==> config.mk <==
export PLATFORM = sky130hd
export DESIGN_NAME = pnmh_core
export DESIGN_NICKNAME = d
export VERILOG_FILES = /design/src/hw/rtl/pnmh_pkg.sv /design/src/hw/rtl/pnmh_core.sv
export SDC_FILE = /design/constraint.sdc
export NUM_CORES = 1
export LEC_CHECK = 0
export BUFFER_PORTS_ARGS = -buffer_cell sky130_fd_sc_hd__buf_2
export CORE_ASPECT_RATIO = 0.8
export CORE_UTILIZATION = 61
export DETAILED_ROUTE_END_ITERATION = 16
export PLACE_DENSITY = 0.92
export SLEW_MARGIN = 20
export SYNTH_ARGS = -nofsm -noshare
export SYNTH_HDL_FRONTEND = slang
export SYNTH_SLANG_ARGS = --single-unit
==> constraint.sdc <==
create_clock -name i_clk -period 8.1 [get_ports i_clk]
set_input_delay 0.81 -clock i_clk [delete_from_list [all_inputs] [get_ports i_clk]]
set_output_delay 0.81 -clock i_clk [all_outputs]
set_load 0.03 [all_outputs]
==> src/hw/rtl/pnmh_pkg.sv <==
// ----------------------------------------------------------------------------
// pnmh_pkg
// Types and constants shared by the PNM header parser files.
// ----------------------------------------------------------------------------
package pnmh_pkg;

    // Width that dimensions are held at internally.
    localparam int DIM_BITS = 24;
    // Width of the dimension fields on the result channel.
    localparam int OUT_W    = 24;

    typedef logic [DIM_BITS-1:0] t_dim;
    typedef logic [OUT_W-1:0]    t_out_dim;

    localparam logic [7:0] CH_P     = 8'h50;
    localparam logic [7:0] CH_1     = 8'h31;
    localparam logic [7:0] CH_3     = 8'h33;
    localparam logic [7:0] CH_6     = 8'h36;
    localparam logic [7:0] CH_0     = 8'h30;
    localparam logic [7:0] CH_9     = 8'h39;
    localparam logic [7:0] CH_HASH  = 8'h23;
    localparam logic [7:0] CH_NL    = 8'h0A;
    localparam logic [7:0] CH_SPACE = 8'h20;
    localparam logic [7:0] CH_HT    = 8'h09;
    localparam logic [7:0] CH_CR    = 8'h0D;

    localparam logic [2:0] FMT_NONE = 3'd0;
    localparam logic [2:0] FMT_P3   = 3'd3;
    localparam logic [2:0] FMT_P6   = 3'd6;

    localparam logic [1:0] CHAN_ONE   = 2'd1;
    localparam logic [1:0] CHAN_THREE = 2'd3;

    typedef enum logic [2:0] {
        PH_IDLE   = 3'd0,
        PH_DIGIT  = 3'd1,
        PH_SPACE  = 3'd2,
        PH_SKIP_W = 3'd3,
        PH_WIDTH  = 3'd4,
        PH_SKIP_H = 3'd5,
        PH_HEIGHT = 3'd6,
        PH_DONE   = 3'd7
    } t_phase;

    typedef enum logic [1:0] {
        ST_OK        = 2'd0,
        ST_BAD_MAGIC = 2'd1,
        ST_TRUNC     = 2'd2,
        ST_OVF       = 2'd3
    } t_status;

    typedef enum logic [1:0] {
        EM_NONE  = 2'd0,
        EM_BAD   = 2'd1,
        EM_TRUNC = 2'd2,
        EM_OK    = 2'd3
    } t_emit;

    typedef struct packed {
        t_phase     phase;
        logic       in_comment;
        t_dim       acc;
        t_dim       saved_width;
        logic [2:0] digit;
        logic       overflow;
    } t_state;

    typedef struct packed {
        t_dim val;
        logic ovf;
    } t_acc;

    typedef struct packed {
        t_status    status;
        t_out_dim   image_width;
        t_out_dim   image_height;
        logic [1:0] channel_count;
        logic [2:0] format_digit;
    } t_result;

    localparam t_state RST_STATE = '{
        phase:       PH_IDLE,
        in_comment:  1'b0,
        acc:         '0,
        saved_width: '0,
        digit:       FMT_NONE,
        overflow:    1'b0
    };

endpackage

==> src/hw/rtl/pnmh_core.sv <==
// ----------------------------------------------------------------------------
// pnmh_core
// Header parse state and the per-byte update: magic check, whitespace and
// comment skipping, decimal accumulation with saturation, result decode.
// ----------------------------------------------------------------------------
module pnmh_core
    import pnmh_pkg::*;
(
    input  logic       i_clk,
    input  logic       i_rst_n,
    input  logic       i_en,
    input  logic [7:0] i_data_byte,
    input  logic       i_first_byte,
    input  logic       i_final_byte,
    output logic       o_res_valid,
    output t_result    o_res
);

    localparam int   ACC_W   = DIM_BITS + 4;
    localparam t_dim DIM_MAX = '1;

    t_state r_state;
    t_state n_state;
    t_emit  emit;
    t_acc   acc_next;

    logic is_ws;
    logic is_dig;
    logic is_hash;
    logic is_nl;

    // acc * 10 + digit, held at DIM_MAX on overflow
    function automatic t_acc accum(t_dim acc, logic [3:0] dig);
        logic [ACC_W-1:0] v;
        t_acc             r;
        v = (ACC_W'(acc) << 3) + (ACC_W'(acc) << 1) + ACC_W'(dig);
        r.ovf = (v > ACC_W'(DIM_MAX));
        r.val = r.ovf ? DIM_MAX : v[DIM_BITS-1:0];
        return r;
    endfunction

    assign is_ws   = (i_data_byte == CH_SPACE) ||
                     (i_data_byte >= CH_HT && i_data_byte <= CH_CR);
    assign is_dig  = (i_data_byte >= CH_0) && (i_data_byte <= CH_9);
    assign is_hash = (i_data_byte == CH_HASH);
    assign is_nl   = (i_data_byte == CH_NL);

    assign acc_next = accum(r_state.acc, i_data_byte[3:0]);

    // next state
    always_comb begin
        n_state = r_state;
        emit    = EM_NONE;
        if (i_first_byte) begin
            n_state = RST_STATE;
            if (i_data_byte != CH_P) begin
                emit = EM_BAD;
            end else if (i_final_byte) begin
                emit = EM_TRUNC;
            end else begin
                n_state.phase = PH_DIGIT;
            end
            if (emit != EM_NONE) begin
                n_state.phase = PH_DONE;
            end
        end else if (r_state.phase != PH_IDLE && r_state.phase != PH_DONE) begin
            if (r_state.in_comment) begin
                if (is_nl) begin
                    n_state.in_comment = 1'b0;
                end
            end else begin
                unique case (r_state.phase)
                    PH_DIGIT: begin
                        if (i_data_byte >= CH_1 && i_data_byte <= CH_6) begin
                            n_state.digit = i_data_byte[2:0];
                            n_state.phase = PH_SPACE;
                        end else begin
                            emit = EM_BAD;
                        end
                    end
                    PH_SPACE: begin
                        if (is_ws) begin
                            n_state.phase = PH_SKIP_W;
                        end else begin
                            emit = EM_BAD;
                        end
                    end
                    PH_SKIP_W: begin
                        priority if (is_hash) begin
                            n_state.in_comment = 1'b1;
                        end else if (is_ws) begin
                            n_state.phase = PH_SKIP_W;
                        end else if (is_dig) begin
                            n_state.phase    = PH_WIDTH;
                            n_state.acc      = acc_next.val;
                            n_state.overflow = r_state.overflow | acc_next.ovf;
                        end else begin
                            // empty width and empty height: byte ends both
                            n_state.saved_width = r_state.acc;
                            n_state.acc         = '0;
                            emit                = EM_OK;
                        end
                    end
                    PH_WIDTH: begin
                        priority if (is_dig) begin
                            n_state.acc      = acc_next.val;
                            n_state.overflow = r_state.overflow | acc_next.ovf;
                        end else if (is_hash) begin
                            n_state.in_comment = 1'b1;
                        end else begin
                            n_state.saved_width = r_state.acc;
                            n_state.acc         = '0;
                            if (is_ws) begin
                                n_state.phase = PH_SKIP_H;
                            end else begin
                                emit = EM_OK;
                            end
                        end
                    end
                    PH_SKIP_H: begin
                        priority if (is_hash) begin
                            n_state.in_comment = 1'b1;
                        end else if (is_ws) begin
                            n_state.phase = PH_SKIP_H;
                        end else if (is_dig) begin
                            n_state.phase    = PH_HEIGHT;
                            n_state.acc      = acc_next.val;
                            n_state.overflow = r_state.overflow | acc_next.ovf;
                        end else begin
                            emit = EM_OK;
                        end
                    end
                    PH_HEIGHT: begin
                        priority if (is_dig) begin
                            n_state.acc      = acc_next.val;
                            n_state.overflow = r_state.overflow | acc_next.ovf;
                        end else if (is_hash) begin
                            n_state.in_comment = 1'b1;
                        end else begin
                            emit = EM_OK;
                        end
                    end
                    default: begin
                        n_state = r_state;
                    end
                endcase
            end
            // end of data: a height in progress counts as complete
            if (emit == EM_NONE && i_final_byte) begin
                emit = (n_state.phase == PH_HEIGHT) ? EM_OK : EM_TRUNC;
            end
            if (emit != EM_NONE) begin
                n_state.phase = PH_DONE;
            end
        end
    end

    // result decode
    always_comb begin
        o_res_valid          = i_en && (emit != EM_NONE);
        o_res.status         = ST_OK;
        o_res.image_width    = '0;
        o_res.image_height   = '0;
        o_res.format_digit   = n_state.digit;
        unique case (emit)
            EM_NONE: begin
                o_res.status = ST_OK;
            end
            EM_BAD: begin
                o_res.status       = ST_BAD_MAGIC;
                o_res.format_digit = FMT_NONE;
            end
            EM_TRUNC: begin
                o_res.status = ST_TRUNC;
            end
            EM_OK: begin
                o_res.status       = n_state.overflow ? ST_OVF : ST_OK;
                o_res.image_width  = OUT_W'(n_state.saved_width);
                o_res.image_height = OUT_W'(n_state.acc);
            end
            default: begin
                o_res.status = ST_OK;
            end
        endcase
        o_res.channel_count = (o_res.format_digit == FMT_P3 ||
                               o_res.format_digit == FMT_P6) ? CHAN_THREE : CHAN_ONE;
    end

    always_ff @(posedge i_clk) begin
        if (!i_rst_n) begin
            r_state <= RST_STATE;
        end else if (i_en) begin
            r_state <= n_state;
        end
    end

`ifndef SYNTHESIS
    // every result closes the file
    a_emit_done: assert property (@(posedge i_clk) disable iff (!i_rst_n)
        o_res_valid |=> r_state.phase == PH_DONE)
        else $error("result emitted without entering done phase");

    a_bad_no_digit: assert property (@(posedge i_clk) disable iff (!i_rst_n)
        o_res_valid && o_res.status == ST_BAD_MAGIC |->
            o_res.format_digit == FMT_NONE && o_res.image_width == '0)
        else $error("bad magic result carries format or size");

    a_trunc_no_size: assert property (@(posedge i_clk) disable iff (!i_rst_n)
        o_res_valid && o_res.status == ST_TRUNC |->
            o_res.image_width == '0 && o_res.image_height == '0)
        else $error("truncated result carries a size");

    // idle is only left through a first byte
    a_idle_quiet: assert property (@(posedge i_clk) disable iff (!i_rst_n)
        i_en && !i_first_byte && r_state.phase == PH_IDLE |-> !o_res_valid)
        else $error("result from idle without first byte");
`endif

endmodule

==> results.cfg <==
[clock_network]
htreeDepth = 2
cts.sink_count = 56
cts_tree = yes
cts_hold_buf = 0
root_buffer = clkbuf_8
numCtsBuffers = 5
clk_pin_slew_ns = 0.10
cts_post_setup_buffers_inserted = 0
cts_repair_resize_count = 0
clkLatencyLatePin_ns = 0.32
cts_max_path_buffers = 2

[detailed_routing]
routedWlPerCell_um = 17.6
final_antenna_net_count = 0
route.vias.total = 5331
drt-total-wl_um = 14200
drt-pass1-iter-count = 5
drc = 0
drt-initial-drc-count = 499
vias_per_cell = 6.58

[cells_and_area]
top_register = r_state
multi_input_area_sq_um = 3770
instances_no_fill = 810
fin_util_pct = 69.0
num-fill-cells = 697
n_antenna_cell = 0
drive_gt1_share_pct = 15.8
most-common-layout-cells = a21oi_1 (77), nand2_1 (70), buf_2 (67)
fin_nets = 764
mostFrequentLayoutCell = a21oi_1
final-seq-area_sq_um = 1120
largest_registers = r_state (56)
largest_reg_flops = 56
syn2layout_area_growth_pct = 7.94

[worst_setup_path]
required_ns = 7.29
end_kind = primary output
start_kind = primary input
arrival_ns = 4.50
crit_path_max_fanout = 13
crit_chain = buf_2 > inv_1 > fa_1 > inv_1 > fa_1 > a211o_1 > o2111ai_1 > a211o_1 > a21oi_2 > a211oi_1 > o21ai_1 > nor3_2 > a311oi_1 > buf_2
slowest_delay_ns = 0.71
path_buf_inv = 4
slowest_stage = nor3_2
crit_type = primary input to primary output
critical-path-top-delay-family = compound AO/OA/AOI/OAI gates

[timing]
setup_tns_ns = 0
slew_headroom_pct = 28.5
hold_viol_final = 0
rsz0062_at_grt = false
tightest_slew_ns = 1.07
period_share_pct = 65.5
drv_slew = 0
fin_skew_ns = 0.0141
timing.hold.ws_ns = 0.502
fin_crit_ns = 5.31
finalSetupViolCount = 0
clock.fmax_mhz = 188

[logic_synthesis]
syn-num-nets = 725
synthDistinctLibCells = 73
synth_enable_flop_cells = 0
ys.warnings.count = 0
syn_area_sq_um = 5150
synth-seq-cells = 56
synth_cells = 663
syn_avg_cell_area_sq_um = 7.77
seq_area_frac_synth_pct = 21.8
ys_async_sr_fraction_pct = 0
ys.flop_type = dfxtp_1

[floorplanning]
dieArea_sq_um = 8820
die_w_um = 105
core_sq_um = 8060
io_pins = 69
die_y_um = 84.2
rows = 29
initial_utilization_pct = 64.0

[place]
portBuffers = 67
gp_congestion = 0.934
dp_hpwl_um = 10500
dp_cells = 803

[min_path]
hp-class = register to register

[power_and_ir_drop]
p_per_area_nw_per_um2 = 98.7
ir_drop_v = 0.0000761
p_leak_nw = 2.41

[grt]
gr-usage-all-layers_pct = 31.9
grt_pass1_wl_um = 23400
overflow = 0
grt_max_degree = 40
antenna_found_initial = 0
first_global_vias = 4893

[job]
max_cap_violations = 0

[run_status]
status = finished, final reports clean
-- logic make-up after synthesis --
| logic type | after synthesis | synth area share, % |
|---|---|---|
| and+or+nand+nor | 222 | 22.0 |
| other | 1 | 0.0728 |
| xor gates and xnor gates | 24 | 4.08 |
| DFF | 56 | 21.8 |
| adders and majority gates | 49 | 12.2 |
| muxes | 29 | 5.63 |
| AOI/OAI and AO/OA | 224 | 28.9 |
| buffers and inverters | 58 | 5.32 |
-- synth_stat cells (all sizes together) (3+ instances only) --
cell    instances  area (sq um)
a211o           3          26.3
mux2i          29           290
xor2           12           105
and2            4          27.5
o211ai          4          30.0
a21oi          79           403
and3            4          25.0
or3             3          18.8
clkbuf          8          30.0
a21o            4          30.0
o22ai           4          25.0
o21ai          34           181
inv            16          60.1
a22oi          55           413
nand4           6          37.5
xnor2          12           105
nor2           51           191
a31oi           8          50.1
nor3           15           116
a21boi          3          22.5
a211oi          3          22.5
dfxtp          56          1120
nand3b          3          22.5
ha             47           588
buf            34           184
nand3          16          85.1
nor2b          31           194
nand2b          5          31.3
nor4            4          31.3
a311oi          4          41.3
nand2          70           263
-- report_power, final --
| group | switching [mW] | total (mW) | internal (mW) |
|---|---|---|---|
| Sequential | 0.00576 | 0.283 | 0.277 |
| Clock | 0.0975 | 0.166 | 0.0686 |
| Combinational | 0.0667 | 0.100 | 0.0336 |
| Total | 0.170 | 0.549 | 0.379 |
-- worst paths after layout --
check                             endpoint  cells past startpoint                     start  slack, ns
setup reg to reg  r_state[29]$_SDFFE_PN0P_                     13  r_state[30]$_SDFFE_PN0P_       3.93
hold reg to reg    r_state[0]$_SDFFE_PN0P_                      2   r_state[0]$_SDFFE_PN0P_       0.50
hold / removal     r_state[0]$_SDFFE_PN0P_                      2   r_state[0]$_SDFFE_PN0P_       0.50
setup / recovery                 o_res[26]                     14            i_data_byte[3]       2.79
-- per-stage QoR --
step	power, mW	setup slack, ns	instance area [sq um]
floorplan	0.366	3.09	5150
global placement	0.382	2.92	5470
detailed placement	0.386	2.82	5470
CTS	0.547	2.80	5560
global route	0.568	2.51	5560
finish	0.549	2.79	5560
-- routing by layer --
metal	track usage [%]	part of all wire, %	up-vias
met5	0	0	-
met4	9.60	1.5	0
met3	4.35	9.4	29
met2	51.8	46	288
met1	44.3	43	2491
li1	-	-	2523
-- worst reg2reg max path, stage by stage, from the launching register on --
cell       delay, ns
dfxtp_1         0.45
inv_1           0.09
fa_1            0.49
inv_1           0.07
fa_1            0.47
a211o_1         0.31
o2111ai_1       0.17
a211o_1         0.27
a21oi_2         0.10
a211oi_1        0.25
o21ai_1         0.13
nor3_2          0.71
buf_4           0.39
o21ai_0         0.15
-- layout make-up --
cell class	count	area share (%)
multi-input cells	549	67.7
flip-flops and latches	56	20.2
repair buffers	74	6.97
well taps	108	2.43
clock buffers	6	1.48
inverters	16	1.08
clock inverters	1	0.157
Note: power is estimated with default switching activity, not from simulation.
